`src/sv/wpim_pkg.sv`:
```
`timescale 1ns / 1ps
`default_nettype none

package wpim_pkg;

  // pattern storage
  localparam int PatCap   = 32;
  localparam int CharW    = 8;
  localparam int CfgW     = 64;
  localparam int CfgIdxW  = 3;
  localparam int LenW     = 6;
  localparam int BytesPerReg = CfgW / CharW;

  // configuration register indexes
  typedef enum logic [CfgIdxW-1:0] {
    CFG_PAT_A   = 3'd0,
    CFG_PAT_B   = 3'd1,
    CFG_PAT_C   = 3'd2,
    CFG_PAT_D   = 3'd3,
    CFG_PAT_LEN = 3'd4
  } cfg_idx_e;

  typedef struct packed {
    logic [CharW-1:0] word_char;
    logic             last_char;
  } in_word_t;

  typedef struct packed {
    logic            is_match;
    logic [LenW-1:0] word_length;
    logic            too_long;
  } out_word_t;

  // broadcast from the top to every cell
  typedef struct packed {
    logic             step;
    logic             last;
    logic [CharW-1:0] ch;
  } cell_ctrl_t;

endpackage

`default_nettype wire

```
`src/sv/wpim_cell.sv`:
```
`timescale 1ns / 1ps
`default_nettype none

module wpim_cell (
  input  logic                      clk_i,
  input  logic                      rst_ni,
  input  wpim_pkg::cell_ctrl_t      ctrl_i,
  input  logic                      prev_used_i,
  input  logic [wpim_pkg::CharW-1:0] pat_char_i,
  input  logic [wpim_pkg::CharW-1:0] pat_cur_i,
  output logic                      used_o,
  output logic [wpim_pkg::CharW-1:0] pat_sel_o,
  output logic                      bad_o
);
  import wpim_pkg::*;

  logic             used_q, used_d;
  logic [CharW-1:0] char_q;
  logic             tok;
  logic             eq_word, eq_pat;

  // write slot sits at the edge of the used thermometer
  assign tok = prev_used_i & ~used_q;

  assign eq_word = (char_q == ctrl_i.ch);
  assign eq_pat  = (pat_char_i == pat_cur_i);

  // this position must see the incoming char exactly as the pattern does
  assign bad_o     = used_q & (eq_word ^ eq_pat);
  assign pat_sel_o = tok ? pat_char_i : '0;
  assign used_o    = used_q;

  always_comb begin
    used_d = used_q;
    if (ctrl_i.step) begin
      if (ctrl_i.last) begin
        used_d = 1'b0;
      end else begin
        used_d = used_q | tok;
      end
    end
  end

  always_ff @(posedge clk_i or negedge rst_ni) begin
    if (!rst_ni) begin
      used_q <= 1'b0;
    end else begin
      used_q <= used_d;
    end
  end

  always_ff @(posedge clk_i) begin
    if (ctrl_i.step && tok) begin
      char_q <= ctrl_i.ch;
    end
  end

endmodule

`default_nettype wire

```
`src/sv/word_pattern_isomorphism_match_core.sv`:
```
`timescale 1ns / 1ps
`default_nettype none

// word pattern matcher: takes one character word per cycle, the last char of each
// source word flagged, and gives one result word per source word (match flag,
// length saturating at MAX_LEN, too-long flag) in the cycle after its last char is
// taken. a source word matches when it has the pattern's length and the same
// letter structure (equal chars exactly where the pattern has equal chars).
// the current word lives in a row of MAX_LEN cells; a used-bit thermometer runs
// through the row and its edge marks the cell that takes the next char. every
// cell compares its stored char with the incoming one in the same cycle, so a
// char is taken every cycle when not stalled; that compare across the whole row and
// its or-reduction set the cycle. input stalls only while a finished result is
// held by output stall; chars that do not end a word still wait behind it.
// pattern registers should be written only while no word is in flight.
module word_pattern_isomorphism_match_core #(
  parameter int MAX_LEN = 32
) (
  input  logic                          clk_i,
  input  logic                          rst_ni,
  // config write port
  input  logic                          cfg_we_i,
  input  logic [wpim_pkg::CfgIdxW-1:0]  cfg_index_i,
  input  logic [wpim_pkg::CfgW-1:0]     cfg_wdata_i,
  // char stream in
  input  logic                          in_valid_i,
  output logic                          in_stall_o,
  input  wpim_pkg::in_word_t            in_word_i,
  // result out
  output logic                          out_valid_o,
  input  logic                          out_stall_i,
  output wpim_pkg::out_word_t           out_word_o
);
  import wpim_pkg::*;

  localparam int PosW = $clog2(MAX_LEN + 1);

  // pattern registers
  logic [3:0][CfgW-1:0] pattern_q;
  logic [LenW-1:0]      pat_len_q;
  logic [LenW-1:0]      plen;

  // word tracking
  logic [PosW-1:0] char_position_q, char_position_d;
  logic            mismatch_q, mismatch_d;
  logic            overflow_q, overflow_d;

  // output register
  logic      out_valid_q, out_valid_d;
  out_word_t out_word_q;
  out_word_t result;

  logic             in_acc;
  logic             full;
  logic             any_bad;
  logic             mis_now, ovf_now;
  logic [PosW-1:0]  len_now;
  logic [6:0]       len_ext;
  logic [CharW-1:0] pat_cur;
  cell_ctrl_t       ctrl;

  logic [MAX_LEN-1:0]            used_vec;
  logic [MAX_LEN-1:0]            prev_used_vec;
  logic [MAX_LEN-1:0]            bad_vec;
  logic [MAX_LEN-1:0][CharW-1:0] pat_sel_vec;
  logic [MAX_LEN-1:0][CharW-1:0] pat_char_vec;

  // ---------------------------------------------------------------------------
  // config registers
  // ---------------------------------------------------------------------------
  always_ff @(posedge clk_i or negedge rst_ni) begin
    if (!rst_ni) begin
      pattern_q <= '0;
      pat_len_q <= '0;
    end else if (cfg_we_i) begin
      unique case (cfg_index_i)
        CFG_PAT_A:   pattern_q[0] <= cfg_wdata_i;
        CFG_PAT_B:   pattern_q[1] <= cfg_wdata_i;
        CFG_PAT_C:   pattern_q[2] <= cfg_wdata_i;
        CFG_PAT_D:   pattern_q[3] <= cfg_wdata_i;
        CFG_PAT_LEN: pat_len_q    <= cfg_wdata_i[LenW-1:0];
        default:     ;
      endcase
    end
  end

  // lengths past the pattern capacity count as full capacity
  assign plen = (pat_len_q > LenW'(PatCap)) ? LenW'(PatCap) : pat_len_q;

  // ---------------------------------------------------------------------------
  // handshake
  // ---------------------------------------------------------------------------
  assign in_stall_o = out_valid_q & out_stall_i;
  assign in_acc     = in_valid_i & ~in_stall_o;

  assign ctrl.step = in_acc;
  assign ctrl.last = in_word_i.last_char;
  assign ctrl.ch   = in_word_i.word_char;

  // ---------------------------------------------------------------------------
  // cell row
  // ---------------------------------------------------------------------------
  for (genvar k = 0; k < MAX_LEN; k++) begin : g_cell
    if (k == 0) begin : g_head
      assign prev_used_vec[k] = 1'b1;
    end else begin : g_link
      assign prev_used_vec[k] = used_vec[k-1];
    end

    // positions beyond the pattern never decide a match (length check does)
    if (k < PatCap) begin : g_pat
      assign pat_char_vec[k] =
        pattern_q[k / BytesPerReg][(k % BytesPerReg) * CharW +: CharW];
    end else begin : g_nopat
      assign pat_char_vec[k] = '0;
    end

    wpim_cell u_cell (
      .clk_i       (clk_i),
      .rst_ni      (rst_ni),
      .ctrl_i      (ctrl),
      .prev_used_i (prev_used_vec[k]),
      .pat_char_i  (pat_char_vec[k]),
      .pat_cur_i   (pat_cur),
      .used_o      (used_vec[k]),
      .pat_sel_o   (pat_sel_vec[k]),
      .bad_o       (bad_vec[k])
    );
  end

  // pattern char at the current position, picked by the one-hot write slot
  always_comb begin
    pat_cur = '0;
    for (int k = 0; k < MAX_LEN; k++) begin
      pat_cur = pat_cur | pat_sel_vec[k];
    end
  end

  assign any_bad = |bad_vec;
  assign full    = used_vec[MAX_LEN-1];

  // ---------------------------------------------------------------------------
  // per-char verdict and word state
  // ---------------------------------------------------------------------------
  always_comb begin
    if (full) begin
      mis_now = 1'b1;
      ovf_now = 1'b1;
      len_now = char_position_q;
    end else begin
      mis_now = mismatch_q | any_bad | (7'(char_position_q) >= 7'(plen));
      ovf_now = overflow_q;
      len_now = char_position_q + PosW'(1);
    end
  end

  assign len_ext = 7'(len_now);

  assign result.is_match    = ~mis_now & ~ovf_now & (len_ext == 7'(plen));
  assign result.word_length = len_ext[LenW-1:0];
  assign result.too_long    = ovf_now;

  always_comb begin
    char_position_d = char_position_q;
    mismatch_d      = mismatch_q;
    overflow_d      = overflow_q;
    if (in_acc) begin
      if (in_word_i.last_char) begin
        char_position_d = '0;
        mismatch_d      = 1'b0;
        overflow_d      = 1'b0;
      end else begin
        char_position_d = len_now;
        mismatch_d      = mis_now;
        overflow_d      = ovf_now;
      end
    end
  end

  // output slot: loaded on a word's last char, drained when not stalled
  always_comb begin
    out_valid_d = out_valid_q;
    if (in_acc && in_word_i.last_char) begin
      out_valid_d = 1'b1;
    end else if (!out_stall_i) begin
      out_valid_d = 1'b0;
    end
  end

  always_ff @(posedge clk_i or negedge rst_ni) begin
    if (!rst_ni) begin
      char_position_q <= '0;
      mismatch_q      <= 1'b0;
      overflow_q      <= 1'b0;
      out_valid_q     <= 1'b0;
    end else begin
      char_position_q <= char_position_d;
      mismatch_q      <= mismatch_d;
      overflow_q      <= overflow_d;
      out_valid_q     <= out_valid_d;
    end
  end

  always_ff @(posedge clk_i) begin
    if (in_acc && in_word_i.last_char) begin
      out_word_q <= result;
    end
  end

  assign out_valid_o = out_valid_q;
  assign out_word_o  = out_word_q;

`ifndef NO_ASSERTIONS
  // used bits form a thermometer from cell 0
  a_used_thermo: assert property (@(posedge clk_i) disable iff (!rst_ni)
    (used_vec & ~prev_used_vec) == '0)
    else $error("used bits not contiguous");

  // cell row and position counter agree
  a_used_count: assert property (@(posedge clk_i) disable iff (!rst_ni)
    $countones(used_vec) == int'(char_position_q))
    else $error("cell row disagrees with char position");

  // a word end clears the row and the counter
  a_word_clear: assert property (@(posedge clk_i) disable iff (!rst_ni)
    (in_acc && in_word_i.last_char) |=> (used_vec == '0 && char_position_q == '0))
    else $error("word state not cleared after last char");

  // a too-long word never reports a match
  a_long_nomatch: assert property (@(posedge clk_i) disable iff (!rst_ni)
    out_valid_q |-> !(out_word_q.is_match && out_word_q.too_long))
    else $error("too-long word flagged as match");
`endif

endmodule

`default_nettype wire
```
`config.mk`:
```
export PLATFORM = sky130hd
export DESIGN_NAME = word_pattern_isomorphism_match_core
export DESIGN_NICKNAME = d
export VERILOG_FILES = /design/src/sv/wpim_pkg.sv /design/src/sv/wpim_cell.sv /design/src/sv/word_pattern_isomorphism_match_core.sv
export SDC_FILE = /design/constraint.sdc
export NUM_CORES = 1
export LEC_CHECK = 0
export ABC_AREA = 1
export BUFFER_PORTS_ARGS = -buffer_cell sky130_fd_sc_hd__buf_2
export CAP_MARGIN = 20
export CORE_ASPECT_RATIO = 1.25
export CORE_UTILIZATION = 43
export CTS_CLUSTER_DIAMETER = 60
export DETAILED_ROUTE_END_ITERATION = 8
export PLACE_DENSITY = 0.67
export SLEW_MARGIN = 20
export SYNTH_ARGS = -nofsm -noshare
export SYNTH_HDL_FRONTEND = slang
export SYNTH_SLANG_ARGS = --single-unit
export TNS_END_PERCENT = 1
```
`constraint.sdc`:
```
create_clock -name clk_i -period 3.4 [get_ports clk_i]
set_input_delay 0.17 -clock clk_i [delete_from_list [all_inputs] [get_ports clk_i]]
set_output_delay 0.17 -clock clk_i [all_outputs]
set_load 0.01 [all_outputs]
```
==> results.md <==
- Yosys top cell area share: 24.8%
- PD cells: between 600 and 700 nW/µm²
- Synthesis warning total: 0
- Vias per cell: between 5 and 6
- Min setup slack post-route: 0.0918 ns
- Grt met2 use: between 40% and 50%
- Final WL: around 110000 µm
- Mux cell area share after synthesis: 0%
- Bufs on Longest Clock Path: 3
- Vias post-DR: ~27000
- Final-layout fill cell count: 6621
- Post-synth top area cell: edfxtp_1
- Initial antenna violation count: 0
- Worst hold slack: ~0.008 ns
- Yosys cell types: 35
- Run status: finished clean
- Wire length per cell: 20.3 µm
- Slew HR: roughly a third
- Busiest grt layer: met2
- Simple-gate share of the synthesized area: 31.3%
- Worst slack at placement: roughly 0.014 ns
- Fin crit period: between 3 and 4 ns
- Drc violations: 0
- Sequential cell area: 15300 µm²
- Clk slew on worst S/H paths: 0.06 ns
- Largest family of logic cells by synthesized area: simple AND/OR/NAND/NOR gates
- Initial Utilization: about 44%
- Core Box Area: ~71000 µm²
- Post-Syn Instances: 3871
- Dpl hpwl: 79000 µm
- Pin count of the biggest net entering global routing: approximately 130
- Area contributors post-synth: edfxtp_1, dfrtp_1, nand2_1
- Depth of the CTS H-tree: 2
- Setup TNS: 0 ns
- Layout cell share with drive strength beyond 1: 14.0%
- Syn_nets: around 4000
- GRT overflow: 0
- Chip Height: 302 µm
- Max Cap Violations: 0
- Synth Area in Compound Gates: between 5 and 6%
- Most used DFF post-synth: dfrtp_1
- DIE WIDTH: roughly 240 µm
- Maximum vdd drop: about 0.00047 V
- DR pass1 iterations: 6
- CTS tree: done
- FP Rows: 109
- Syn Area/Cell: about 8.0 µm²
- Post-synthesis sequential area ratio: 49.3%
- Root Buffer: clkbuf_16
- Antenna-violating nets left: 0
- Gr usage total: 28.6%
- Synthesized area: 31000 µm²
- Fin. Hold Viols: 0
- Vias in the first global route: around 25000
- Total CTS buffers: between 50 and 60
- Port Buffers: 90
- Worst setup SP type: flip-flop
- First-pass GRT wire length: between 150000 and 200000 µm
- Setup Skew: 0.0349 ns
- Leakage Power: about 18 nW
- EDFF count, synth: between 200 and 300
- Slew Limit Fails: 0
- Async set-reset flop share out of synthesis: between 50% and 60%
- RD Place Congestion: ~1.1
- Met1 Use GR: 33.9%
- Max Fclk: ~300 MHz
- Final critical-path share of the clock period: between 90% and 100%
- Clk Latency, worst-skew pair: ~0.66 ns
- Crit-path max FO: 8
- Clock Sink Count: between 500 and 600
- Final #Nets: between 4000 and 5000
- Critical Path RT: around 3.8 ns
- WP data arrival: about 3.7 ns
- Seq cells post-synth: 559
- Area Growth Syn to Fin: 18.7%
- CP Class: reg2reg
- GR Util met3: 3.22%
- Multi-input logic area: roughly 13000 µm²
- Synth Area in Adders: less than 1%
- # IOs: around 90
- Setup violations, final: 0
- Die area: 73100 µm²
- XOR/XNOR Fraction of Synth Area: 5.52%
- 1st-iter DRT viols: approximately 2600
- Worst Max-Slew Pin Slew: 1.02 ns
- Hold Path Class: in2reg
- Critical Path End Type: flip-flop
[power by group]
group | total, mW | internal, mW | switching (mW)
clock | 6.48 | 3.60 | 2.88
sequential | 9.27 | 8.13 | 1.14
combinational | 9.71 | 3.64 | 6.07
total | 25.5 | 15.4 | 10.1
[per-stage QoR]
stage	cell area (µm²)	cells	utilization (%)	total power [mW]
after global routing	36700	5163	51.8	26.7
after CTS	36700	5160	51.7	25.3
after floorplan	31000	3871	-	14.6
after global placement	34000	4984	47.9	18.6
final	36700	5164	51.8	25.5
after detailed placement	34000	4984	47.9	18.7
[cell usage after synthesis, types with 3 or more instances]
cell	count
inv_4	5
nand3_1	348
nor2_4	12
o21ai_0	271
a21oi_1	35
edfxtp_1	256
xnor2_1	78
nor2_2	15
nand2_1	1269
nor2_1	279
inv_1	357
buf_4	31
nand2_2	8
and3b_1	31
nor4_1	3
o22ai_1	3
ha_1	7
and3_1	13
nor3_1	16
nand4_1	57
xor2_1	117
inv_2	33
clkinv_1	7
dfrtp_1	303
nand3b_1	115
clkbuf_1	81
or2_2	26
buf_6	17
buf_2	71
[final timing paths]
| path | from | end | slack (ns) | cells past startpoint |
|---|---|---|---|---|
| setup reg to reg | g_cell[10].u_cell.used_o$_DFFE_PN0P_ | out_word_o[7]$_DFFE_PP_ | 0.09 | 22 |
| min in group asynchronous | rst_ni | pat_char_vec[165]$_DFFE_PN0P_ | 0.16 | 2 |
| setup / recovery | g_cell[10].u_cell.used_o$_DFFE_PN0P_ | out_word_o[7]$_DFFE_PP_ | 0.09 | 22 |
| hold / removal | cfg_wdata_i[5] | pat_char_vec[69]$_DFFE_PN0P_ | 0.008 | 3 |
| hold reg to reg | pat_char_vec[249]$_DFFE_PN0P_ | pat_char_vec[249]$_DFFE_PN0P_ | 0.49 | 2 |
| max in group asynchronous | rst_ni | pat_char_vec[166]$_DFFE_PN0P_ | 2.33 | 3 |
[timing repair]
action,4_1_cts,5_1_grt
setup endpoints to repair,1,2
gates resized for setup,1,23
hold buffers,71,0
pin swaps,0,2
setup buffers,0,3
endpoints found under the hold margin,348,0
[flip-flops by register name (all words and copies together) (netlist names)]
register              cells
out_word_o                8
out_valid_o               1
g_cell.u_cell.char_q    248
overflow_q                1
char_position_q           6
pat_char_vec            256
pat_len_q                 6
mismatch_q                1
g_cell.u_cell.used_o     32
[cell families after synthesis]
kind of cell | Yosys count
adders and majority gates | 7
DFF | 559
xor gates and xnor gates | 195
buffers and inverters | 602
AOI/OAI and AO/OA | 313
and+or+nand+nor | 2195
[placed cells by master, fill, tap and decap left out, drive strengths merged]
cell	netlist	routed
nand2	1279	1279
inv	395	406
buf	119	373
nand3	349	349
nor2	306	306
dfrtp	303	303
o21ai	271	271
edfxtp	256	256
xor2	117	117
nand3b	115	115
xnor2	78	78
clkbuf	81	77
dlygate4sd3	0	71
nand4	57	57
a21oi	35	35
and3b	31	31
or2	26	26
clkinv	7	19
nor3	16	16
and3	13	13
ha	7	7
o22ai	3	3
clkinvlp	0	3
nor4	3	3
bufinv	0	2
diode	0	1
o2111ai	1	1
a221oi	1	1
o211ai	1	1
a21boi	1	1
[per-layer routing]
metal / up-vias / wire (µm) / part of all wire, %
met4: 0 / 8500 / 8.1
met3: 341 / 6380 / 6.1
met5: - / 0 / 0
li1: 12976 / - / -
met2: 1098 / 50500 / 48
met1: 12643 / 39700 / 38
[cell type report]
cell class / count / area share, %
sequential: 559 / 41.6
multi-input combinational: 2710 / 35.8
timing repair buffer: 444 / 9.98
clock buffer: 77 / 4.45
inverter: 402 / 4.15
tap: 943 / 3.21
clock inverter: 28 / 0.838
antenna: 1 / 0.00681
[worst max-delay path, cell delays in order (launching register included)]
cell        delay [ns]
dfrtp_2           0.44
clkinvlp_4        0.29
nand3_1           0.20
nand2_1           0.07
nor2_1            0.18
nand2_1           0.09
nor2_2            0.18
nand2_2           0.17
buf_4             0.19
nand2_1           0.05
nand2_1           0.05
inv_1             0.05
nand2_1           0.05
nor2_2            0.26
nand2_1           0.10
nand2_1           0.06
nand3_1           0.13
nand2_1           0.11
nor2_1            0.04
nand2_1           0.09
nor2_1            0.05
nand2_1           0.11
nor2_1            0.05
No activity file was read; power rests on OpenSTA's default activity.
